`src/hw/rtl/cxa_pkg.sv`:
```
// ----------------------------------------------------------------------------
// cxa_pkg
// types, command codes and clamp helpers for the complex accumulator alu
// ----------------------------------------------------------------------------
package cxa_pkg;

   typedef struct packed {
      logic [2:0]         command;
      logic signed [31:0] operand_real;
      logic signed [31:0] operand_imag;
   } req_type;

   typedef struct packed {
      logic signed [31:0] result_real;
      logic signed [31:0] result_imag;
      logic               divide_by_zero;
      logic               saturated;
   } rsp_type;

   localparam logic [2:0] CMD_LOAD  = 3'd0;
   localparam logic [2:0] CMD_ADD   = 3'd1;
   localparam logic [2:0] CMD_SUB   = 3'd2;
   localparam logic [2:0] CMD_MUL   = 3'd3;
   localparam logic [2:0] CMD_DIV   = 3'd4;
   localparam logic [2:0] CMD_ADDS  = 3'd5;
   localparam logic [2:0] CMD_SCALE = 3'd6;
   localparam logic [2:0] CMD_DIVS  = 3'd7;

   localparam logic signed [65:0] MAX_POS66 = 66'sh0_7fff_ffff;
   localparam logic signed [65:0] MAX_NEG66 = -66'sh0_8000_0000;

   // {saturated, value} of a wide signed value clamped to 32 bits
   function automatic logic [32:0] clamp_wide(logic signed [65:0] v);
      logic [32:0] r;
      if (v > MAX_POS66) begin
         r = {1'b1, 32'h7fff_ffff};
      end else if (v < MAX_NEG66) begin
         r = {1'b1, 32'h8000_0000};
      end else begin
         r = {1'b0, v[31:0]};
      end
      return r;
   endfunction

   // {saturated, value} of a sign and a quotient magnitude with overflow mark
   function automatic logic [32:0] clamp_quot(logic neg, logic ovf, logic [32:0] q);
      logic [32:0] r;
      if (!neg) begin
         if (ovf || q > 33'h0_7fff_ffff) begin
            r = {1'b1, 32'h7fff_ffff};
         end else begin
            r = {1'b0, q[31:0]};
         end
      end else begin
         if (ovf || q > 33'h0_8000_0000) begin
            r = {1'b1, 32'h8000_0000};
         end else begin
            r = {1'b0, 32'd0 - q[31:0]};
         end
      end
      return r;
   endfunction

endpackage

```
`src/hw/rtl/complex_accumulator_alu_top.sv`:
```
// ----------------------------------------------------------------------------
// complex_accumulator_alu_top
// complex accumulator in signed fixed point with bit-serial multiply and divide
// ----------------------------------------------------------------------------
//  channel   direction  handshake             payload
//  req       in         req_valid/req_stall   req_data  (req_type)
//  rsp       out        rsp_valid/rsp_stall   rsp_data  (rsp_type)
//
//  load, add, subtract and add-real finish in the cycle of the transfer.
//  multiply and scale take one multiplier bit per cycle. complex divide runs
//  the multiplier, then the divider; divide by real runs the divider alone:
//  the restoring divider retires one quotient bit per cycle in each lane.
//  reset clears the accumulator to zero and empties the result register.
//  one item is in work at a time; a held result blocks the finishing step.
// ----------------------------------------------------------------------------
module complex_accumulator_alu_top
   import cxa_pkg::*;
#(
   parameter int FRAC_BITS = 16
) (
   input  logic    clock,
   input  logic    reset,
   input  logic    req_valid,
   output logic    req_stall,
   input  req_type req_data,
   output logic    rsp_valid,
   input  logic    rsp_stall,
   output rsp_type rsp_data
);

   // dividend width: 64-bit magnitude followed by the fraction bits
   localparam int NW = 64 + FRAC_BITS;
   localparam int CW = $clog2(NW);
   localparam logic [CW-1:0] MUL_LAST = CW'(31);
   localparam logic [CW-1:0] DIV_LAST = CW'(NW - 1);

   typedef enum logic [1:0] {ST_IDLE, ST_MUL, ST_DIV} state_type;

   state_type state_ff, state_in;
   logic [CW-1:0] cnt_ff, cnt_in;
   logic [2:0] cmd_ff, cmd_in;
   logic signed [31:0] acc_re_ff, acc_re_in, acc_im_ff, acc_im_in;
   logic rsp_valid_ff, rsp_valid_in;
   rsp_type rsp_ff, rsp_in;

   // multiplier: shifted multiplicands, multiplier bits, partial sums
   logic signed [63:0] mca_ff, mca_in, mcb_ff, mcb_in, mcc_ff, mcc_in, mcd_ff, mcd_in;
   logic [31:0] mpc_ff, mpc_in, mpd_ff, mpd_in;
   logic signed [65:0] pr_ff, pr_in, pi_ff, pi_in, pd_ff, pd_in;

   // divider: two lanes sharing one divisor
   logic [NW-1:0] dvr_ff, dvr_in, dvi_ff, dvi_in;
   logic [63:0] remr_ff, remr_in, remi_ff, remi_in, den_ff, den_in;
   logic [32:0] qr_ff, qr_in, qi_ff, qi_in;
   logic ovr_ff, ovr_in, ovi_ff, ovi_in, negr_ff, negr_in, negi_ff, negi_in;

   logic req_go, out_free;
   assign out_free  = !rsp_valid_ff || !rsp_stall;
   assign req_stall = (state_ff != ST_IDLE) || !out_free;
   assign req_go    = req_valid && !req_stall;
   assign rsp_valid = rsp_valid_ff;
   assign rsp_data  = rsp_ff;

   // one multiplier step; the sign bit of the multiplier weighs negative
   logic signed [65:0] t_ac, t_bd, t_ad, t_bc, t_cc, t_dd, s_r, s_i, s_d;
   logic signed [65:0] pr_nx, pi_nx, pd_nx;
   logic is_div, mul_last;
   assign is_div   = (cmd_ff == CMD_DIV);
   assign mul_last = (cnt_ff == MUL_LAST);
   assign t_ac = mpc_ff[0] ? {{2{mca_ff[63]}}, mca_ff} : '0;
   assign t_bc = mpc_ff[0] ? {{2{mcb_ff[63]}}, mcb_ff} : '0;
   assign t_cc = mpc_ff[0] ? {{2{mcc_ff[63]}}, mcc_ff} : '0;
   assign t_ad = mpd_ff[0] ? {{2{mca_ff[63]}}, mca_ff} : '0;
   assign t_bd = mpd_ff[0] ? {{2{mcb_ff[63]}}, mcb_ff} : '0;
   assign t_dd = mpd_ff[0] ? {{2{mcd_ff[63]}}, mcd_ff} : '0;
   // multiply: ac - bd, ad + bc; divide numerators: ac + bd, bc - ad
   assign s_r = is_div ? (t_ac + t_bd) : (t_ac - t_bd);
   assign s_i = is_div ? (t_bc - t_ad) : (t_bc + t_ad);
   assign s_d = t_cc + t_dd;
   assign pr_nx = mul_last ? (pr_ff - s_r) : (pr_ff + s_r);
   assign pi_nx = mul_last ? (pi_ff - s_i) : (pi_ff + s_i);
   assign pd_nx = mul_last ? (pd_ff - s_d) : (pd_ff + s_d);

   // restoring division step, one quotient bit per lane
   logic [64:0] r2r, r2i;
   logic ger, gei;
   logic [32:0] qr_nx, qi_nx;
   assign r2r = {remr_ff, dvr_ff[NW-1]};
   assign r2i = {remi_ff, dvi_ff[NW-1]};
   assign ger = r2r >= {1'b0, den_ff};
   assign gei = r2i >= {1'b0, den_ff};
   assign qr_nx = {qr_ff[31:0], ger};
   assign qi_nx = {qi_ff[31:0], gei};

   // operand views for the accepted transfer
   logic signed [32:0] add_r, add_i, sub_r, sub_i;
   logic [32:0] cl_ar, cl_ai, cl_sr, cl_si;
   assign add_r = {acc_re_ff[31], acc_re_ff} + {req_data.operand_real[31], req_data.operand_real};
   assign add_i = {acc_im_ff[31], acc_im_ff} + {req_data.operand_imag[31], req_data.operand_imag};
   assign sub_r = {acc_re_ff[31], acc_re_ff} - {req_data.operand_real[31], req_data.operand_real};
   assign sub_i = {acc_im_ff[31], acc_im_ff} - {req_data.operand_imag[31], req_data.operand_imag};
   assign cl_ar = clamp_wide({{33{add_r[32]}}, add_r});
   assign cl_ai = clamp_wide({{33{add_i[32]}}, add_i});
   assign cl_sr = clamp_wide({{33{sub_r[32]}}, sub_r});
   assign cl_si = clamp_wide({{33{sub_i[32]}}, sub_i});

   // magnitudes for divide by real
   logic [31:0] mag_c, mag_a, mag_b;
   assign mag_c = req_data.operand_real[31] ? 32'd0 - req_data.operand_real
                                            : req_data.operand_real;
   assign mag_a = acc_re_ff[31] ? 32'd0 - acc_re_ff : acc_re_ff;
   assign mag_b = acc_im_ff[31] ? 32'd0 - acc_im_ff : acc_im_ff;

   // end of multiply: floor shift for products, sign/magnitude for division
   logic signed [65:0] sh_r, sh_i;
   logic [32:0] cl_mr, cl_mi, cl_qr, cl_qi;
   logic [63:0] mgr, mgi;
   assign sh_r  = pr_nx >>> FRAC_BITS;
   assign sh_i  = pi_nx >>> FRAC_BITS;
   assign cl_mr = clamp_wide(sh_r);
   assign cl_mi = clamp_wide(sh_i);
   assign mgr   = pr_nx[65] ? 64'd0 - pr_nx[63:0] : pr_nx[63:0];
   assign mgi   = pi_nx[65] ? 64'd0 - pi_nx[63:0] : pi_nx[63:0];
   assign cl_qr = clamp_quot(negr_ff, ovr_ff | qr_ff[32], qr_nx);
   assign cl_qi = clamp_quot(negi_ff, ovi_ff | qi_ff[32], qi_nx);

   always_comb begin
      state_in = state_ff;   cnt_in = cnt_ff;       cmd_in = cmd_ff;
      acc_re_in = acc_re_ff; acc_im_in = acc_im_ff;
      rsp_valid_in = rsp_valid_ff && rsp_stall;
      rsp_in = rsp_ff;
      mca_in = mca_ff; mcb_in = mcb_ff; mcc_in = mcc_ff; mcd_in = mcd_ff;
      mpc_in = mpc_ff; mpd_in = mpd_ff;
      pr_in = pr_ff; pi_in = pi_ff; pd_in = pd_ff;
      dvr_in = dvr_ff; dvi_in = dvi_ff; remr_in = remr_ff; remi_in = remi_ff;
      den_in = den_ff; qr_in = qr_ff; qi_in = qi_ff;
      ovr_in = ovr_ff; ovi_in = ovi_ff; negr_in = negr_ff; negi_in = negi_ff;

      unique case (state_ff)
         ST_IDLE: begin
            if (req_go) begin
               cmd_in = req_data.command;
               rsp_in.divide_by_zero = 1'b0;
               rsp_in.saturated = 1'b0;
               rsp_in.result_real = acc_re_ff;
               rsp_in.result_imag = acc_im_ff;
               // multiplier setup, used by multiply, scale and complex divide
               mca_in = 64'(acc_re_ff);
               mcb_in = 64'(acc_im_ff);
               mcc_in = 64'(req_data.operand_real);
               mcd_in = 64'(req_data.operand_imag);
               mpc_in = req_data.operand_real;
               mpd_in = (req_data.command == CMD_SCALE) ? 32'd0 : req_data.operand_imag;
               pr_in = '0; pi_in = '0; pd_in = '0;
               cnt_in = '0;
               // divider setup, used by divide by real
               den_in = {32'd0, mag_c};
               dvr_in = {32'd0, mag_a, {FRAC_BITS{1'b0}}};
               dvi_in = {32'd0, mag_b, {FRAC_BITS{1'b0}}};
               remr_in = '0; remi_in = '0; qr_in = '0; qi_in = '0;
               ovr_in = 1'b0; ovi_in = 1'b0;
               negr_in = acc_re_ff[31] ^ req_data.operand_real[31];
               negi_in = acc_im_ff[31] ^ req_data.operand_real[31];
               case (req_data.command)
                  CMD_LOAD: begin
                     rsp_in.result_real = req_data.operand_real;
                     rsp_in.result_imag = req_data.operand_imag;
                     rsp_valid_in = 1'b1;
                  end
                  CMD_ADD: begin
                     rsp_in.result_real = cl_ar[31:0];
                     rsp_in.result_imag = cl_ai[31:0];
                     rsp_in.saturated = cl_ar[32] | cl_ai[32];
                     rsp_valid_in = 1'b1;
                  end
                  CMD_SUB: begin
                     rsp_in.result_real = cl_sr[31:0];
                     rsp_in.result_imag = cl_si[31:0];
                     rsp_in.saturated = cl_sr[32] | cl_si[32];
                     rsp_valid_in = 1'b1;
                  end
                  CMD_ADDS: begin
                     rsp_in.result_real = cl_ar[31:0];
                     rsp_in.saturated = cl_ar[32];
                     rsp_valid_in = 1'b1;
                  end
                  CMD_MUL, CMD_SCALE: begin
                     state_in = ST_MUL;
                  end
                  CMD_DIV: begin
                     if (req_data.operand_real == 32'sd0 && req_data.operand_imag == 32'sd0) begin
                        rsp_in.divide_by_zero = 1'b1;
                        rsp_valid_in = 1'b1;
                     end else begin
                        state_in = ST_MUL;
                     end
                  end
                  default: begin
                     if (req_data.operand_real == 32'sd0) begin
                        rsp_in.divide_by_zero = 1'b1;
                        rsp_valid_in = 1'b1;
                     end else begin
                        state_in = ST_DIV;
                     end
                  end
               endcase
               if (rsp_valid_in && req_data.command != CMD_DIV
                   && req_data.command != CMD_DIVS) begin
                  acc_re_in = rsp_in.result_real;
                  acc_im_in = rsp_in.result_imag;
               end
            end
         end
         ST_MUL: begin
            if (!mul_last || is_div || out_free) begin
               pr_in = pr_nx; pi_in = pi_nx; pd_in = pd_nx;
               mca_in = mca_ff <<< 1; mcb_in = mcb_ff <<< 1;
               mcc_in = mcc_ff <<< 1; mcd_in = mcd_ff <<< 1;
               mpc_in = mpc_ff >> 1;  mpd_in = mpd_ff >> 1;
               cnt_in = cnt_ff + CW'(1);
               if (mul_last) begin
                  cnt_in = '0;
                  if (is_div) begin
                     // numerators and squared magnitude ready: start the divider
                     state_in = ST_DIV;
                     den_in = pd_nx[63:0];
                     negr_in = pr_nx[65];
                     negi_in = pi_nx[65];
                     dvr_in = {mgr, {FRAC_BITS{1'b0}}};
                     dvi_in = {mgi, {FRAC_BITS{1'b0}}};
                  end else begin
                     state_in = ST_IDLE;
                     rsp_in.result_real = cl_mr[31:0];
                     rsp_in.result_imag = cl_mi[31:0];
                     rsp_in.saturated = cl_mr[32] | cl_mi[32];
                     rsp_in.divide_by_zero = 1'b0;
                     rsp_valid_in = 1'b1;
                     acc_re_in = cl_mr[31:0];
                     acc_im_in = cl_mi[31:0];
                  end
               end
            end
         end
         ST_DIV: begin
            if (cnt_ff != DIV_LAST || out_free) begin
               dvr_in = dvr_ff << 1;
               dvi_in = dvi_ff << 1;
               remr_in = ger ? 64'(r2r - {1'b0, den_ff}) : r2r[63:0];
               remi_in = gei ? 64'(r2i - {1'b0, den_ff}) : r2i[63:0];
               qr_in = qr_nx; qi_in = qi_nx;
               ovr_in = ovr_ff | qr_ff[32];
               ovi_in = ovi_ff | qi_ff[32];
               cnt_in = cnt_ff + CW'(1);
               if (cnt_ff == DIV_LAST) begin
                  cnt_in = '0;
                  state_in = ST_IDLE;
                  rsp_in.result_real = cl_qr[31:0];
                  rsp_in.result_imag = cl_qi[31:0];
                  rsp_in.saturated = cl_qr[32] | cl_qi[32];
                  rsp_in.divide_by_zero = 1'b0;
                  rsp_valid_in = 1'b1;
                  acc_re_in = cl_qr[31:0];
                  acc_im_in = cl_qi[31:0];
               end
            end
         end
         default: begin
            state_in = ST_IDLE;
         end
      endcase
   end

   always_ff @(posedge clock) begin
      if (reset) begin
         state_ff <= ST_IDLE;
         cnt_ff <= '0;
         acc_re_ff <= '0;
         acc_im_ff <= '0;
         rsp_valid_ff <= 1'b0;
      end else begin
         state_ff <= state_in;
         cnt_ff <= cnt_in;
         acc_re_ff <= acc_re_in;
         acc_im_ff <= acc_im_in;
         rsp_valid_ff <= rsp_valid_in;
      end
      cmd_ff <= cmd_in;
      rsp_ff <= rsp_in;
      mca_ff <= mca_in; mcb_ff <= mcb_in; mcc_ff <= mcc_in; mcd_ff <= mcd_in;
      mpc_ff <= mpc_in; mpd_ff <= mpd_in;
      pr_ff <= pr_in; pi_ff <= pi_in; pd_ff <= pd_in;
      dvr_ff <= dvr_in; dvi_ff <= dvi_in;
      remr_ff <= remr_in; remi_ff <= remi_in; den_ff <= den_in;
      qr_ff <= qr_in; qi_ff <= qi_in;
      ovr_ff <= ovr_in; ovi_ff <= ovi_in;
      negr_ff <= negr_in; negi_ff <= negi_in;
   end

endmodule
```
`config.mk`:
```
export PLATFORM = sky130hd
export DESIGN_NAME = complex_accumulator_alu_top
export DESIGN_NICKNAME = d
export VERILOG_FILES = /design/src/hw/rtl/cxa_pkg.sv /design/src/hw/rtl/complex_accumulator_alu_top.sv
export SDC_FILE = /design/constraint.sdc
export NUM_CORES = 2
export LEC_CHECK = 0
export BUFFER_PORTS_ARGS = -buffer_cell sky130_fd_sc_hd__buf_4
export CORE_MARGIN = 8
export CORE_UTILIZATION = 60
export CTS_BUF_LIST = sky130_fd_sc_hd__clkbuf_4 sky130_fd_sc_hd__clkbuf_8
export DETAILED_ROUTE_END_ITERATION = 10
export PLACE_DENSITY = 0.73
export SLEW_MARGIN = 20
export SYNTH_ARGS = -nofsm -noshare
export SYNTH_HDL_FRONTEND = slang
export SYNTH_SLANG_ARGS = --single-unit
```
`constraint.sdc`:
```
create_clock -name clock -period 27.5 [get_ports clock]
set_clock_uncertainty 0.1 [all_clocks]
set_input_delay 0 -clock clock [delete_from_list [all_inputs] [get_ports clock]]
set_output_delay 0 -clock clock [all_outputs]
set_load 0.005 [all_outputs]
```
==> reports/summary.txt <==
Total GRT Usage = 39.8%
Final setup viols = 0
Most common cell after layout, fill and taps aside = nand2_1
Die width = 423 microns
Cell repeated most along the worst path = a21oi_1
Critical Path Start Type = flip-flop
Worst Hold Class = in -> reg
Final hold violations = 0
Top sig layer = met5
Most frequent cells in the layout = nand2_1, nor2_1, a21oi_1
GRT Residual Overflow = 0
Final Core Density = 65.9%
WL final = 377000 microns
FP Rows = 149
Die area = 179000 sq um
Met3 WL = 44800 microns
Top Ports = 139
Fin crit share = 51.7%
Yosys cell types = 107
Crit-path slowest cell = o311ai_0
Residual DRC = 0
Via count = 99208
Filler instances = 13872
Initial core utilization = 60.4%
Vias in the first global route = 92624
Met2 wire length = 157000 microns
Wire length per cell = 25.8 microns
Crit path DAT = 14.95 ns
Routed Antenna Nets = 0
Root Buffer = clkbuf_8
CTS Buffer Depth = 3
Mapped Area = 99500 sq um
Post-synthesis sequential area ratio = 30.9%
Crit Path Max Fanout = 85
Synth Flop Type = edfxtp_1
Nets = 13004
Final min period = 14.23 ns
WS Path Type = reg -> reg
1st-pass router iterations = 6
Area post-placement = 102000 sq um
Synth Register Bits = 1049
Post-synth ARST share = 0%
DR iter-0 viols = 13966
First-pass GRT wire length = 564000 microns
Layout cells sized above 1 = 7.15%
DP HPWL = 281000 microns
Initial antenna violation count = 14
Vias/cell = 6.79
Max Freq = 70.3 MHz
Synth warn = 0
Clock slew at reported path FFs = 0.06 ns
CTS buffer count = 186
Crit path required time = 28.22 ns
GPL Wtd Cong = 1.03
Post-cts resize count = 0
Crit path largest cell delay = 0.78 ns
Max-cap violations = 0
Synth Net Count = 12993
Synth Instances = 12247
TNS Setup = 0 ns
IO buf count = 138
Worst-Skew Late Latency = 1.03 ns
Synth-to-layout area growth = 9.05%
Crit end category = flip-flop
CTS sink count = 1049
Slew HR = 20.3%
Post-synthesis area per instance = 8.13 sq um
M1 wire length = 147000 microns
CTS tree = yes
Core area = 165000 sq um
Number of synthesized flops with an enable pin = 975
Status = completed
RSZ-0062 raised after global routing = no
Slew Viols, Final = 0
Fin area = 109000 sq um
DIE HEIGHT = 423 microns
Largest net degree at the start of global routing = 193
Slew @ Worst Pin = 1.19 ns
H-tree depth = 4
-- layout make-up --
type / instances / area (sq um) / share of cell area [%]
repair buffers: 475 / 4030 / 3.72
inverters: 398 / 1500 / 1.38
clock buffers: 241 / 3020 / 2.78
clock inverters: 103 / 1360 / 1.26
flip-flops and latches: 1049 / 30800 / 28.3
multi-input cells: 10148 / 65100 / 60.0
diodes: 17 / 42.5 / 0.0392
well taps: 2189 / 2740 / 2.52
-- sequential cells by signal, summed over array words and instances, names as in the netlist, 32 cells and up --
name       cells
remr_ff       64
mpc_ff        32
qr_ff         33
mca_ff        64
mcd_ff        64
remi_ff       64
den_ff        64
mcc_ff        64
qi_ff         33
dvi_ff        64
mpd_ff        32
pr_ff         66
rsp_data      66
pi_ff         66
acc_re_ff     32
pd_ff         64
dvr_ff        64
mcb_ff        64
acc_im_ff     32
-- through the flow --
stage	setup slack [ns]	std cells	hold slack, ns
after global routing	12.33	14609	0.0801
after global placement	14.14	14084	0.233
after CTS	13.73	14602	0.00136
after floorplan	13.45	12247	-0.00113
after detailed placement	13.78	14086	0.241
final	13.27	14620	0.0979
-- metal layers --
| metal | global-route usage, % | up-vias |
|---|---|---|
| met3 | 9.34 | 1126 |
| li1 | - | 45048 |
| met4 | 24.0 | 6 |
| met5 | 0 | - |
| met1 | 52.9 | 46859 |
| met2 | 58.9 | 6169 |
-- final timing paths --
path	from	end	slack (ns)	cells after the start
worst max-delay path	mpd_ff[0]$_DFFE_PP_	acc_im_ff[18]$_SDFFE_PP0P_	13.27	40
worst min-delay path	req_data[55]	acc_re_ff[23]$_SDFFE_PP0P_	0.1	6
worst max register to register	mpd_ff[0]$_DFFE_PP_	acc_im_ff[18]$_SDFFE_PP0P_	13.27	40
worst min register to register	dvr_ff[43]$_DFFE_PP_	dvr_ff[44]$_DFFE_PP_	0.42	2
-- Yosys cell counts, types with 39 or more instances --
library cell	count	area share, %
dfxtp_1	74	1.5
ha_1	663	8.3
a221oi_1	51	0.45
a21boi_0	74	0.56
nand2_1	1555	5.9
nor2_1	1042	3.9
nor2b_1	93	0.58
nand4_1	176	1.1
clkbuf_1	586	2.2
or4_1	45	0.34
mux2_2	67	0.76
a21oi_1	1009	5.1
inv_1	397	1.5
a31oi_1	178	1.1
o21a_1	119	0.90
and2_1	556	3.5
edfxtp_1	975	29
o221ai_1	64	0.56
o21bai_1	124	0.94
nor3_1	277	1.4
or3_1	136	0.85
o31ai_1	131	0.99
or2_2	69	0.43
nor4_1	96	0.60
and3_1	109	0.69
a21o_1	402	3.0
a211oi_1	118	0.89
xor2_1	390	3.4
nand3_1	263	1.3
nand2b_1	138	0.87
a22o_1	39	0.34
xnor2_1	537	4.7
o21ai_0	780	3.9
a311oi_1	39	0.34
o211ai_1	93	0.70
o22ai_1	56	0.35
-- cell families after synthesis --
logic type | after synthesis | synth area share [%]
simple gates | 4703 | 22.8
compound gates | 3746 | 24.5
buf+inv | 1050 | 4.01
flops | 1049 | 30.9
xor+xnor | 929 | 8.20
fa+ha+maj | 675 | 8.58
mux | 95 | 1.04
-- critical path, delay by kind of cell, from the launching register on --
kind	cells	cell delay (ns)
AOI/OAI and AO/OA	18	5.35
and+or+nand+nor	16	5.15
buffers and inverters	3	2.00
adders and majority gates	2	0.81
DFF	1	0.32
xor gates and xnor gates	1	0.18
-- what timing repair did --
item                      in CTS  in global routing
hold buffers                 172                  0
setup buffers                  0                  0
hold endpoints to repair     469                  0
Power is left out: the tool's default activity adds up to more than one toggle a clock period on the data nets, which glitch-free logic cannot reach.
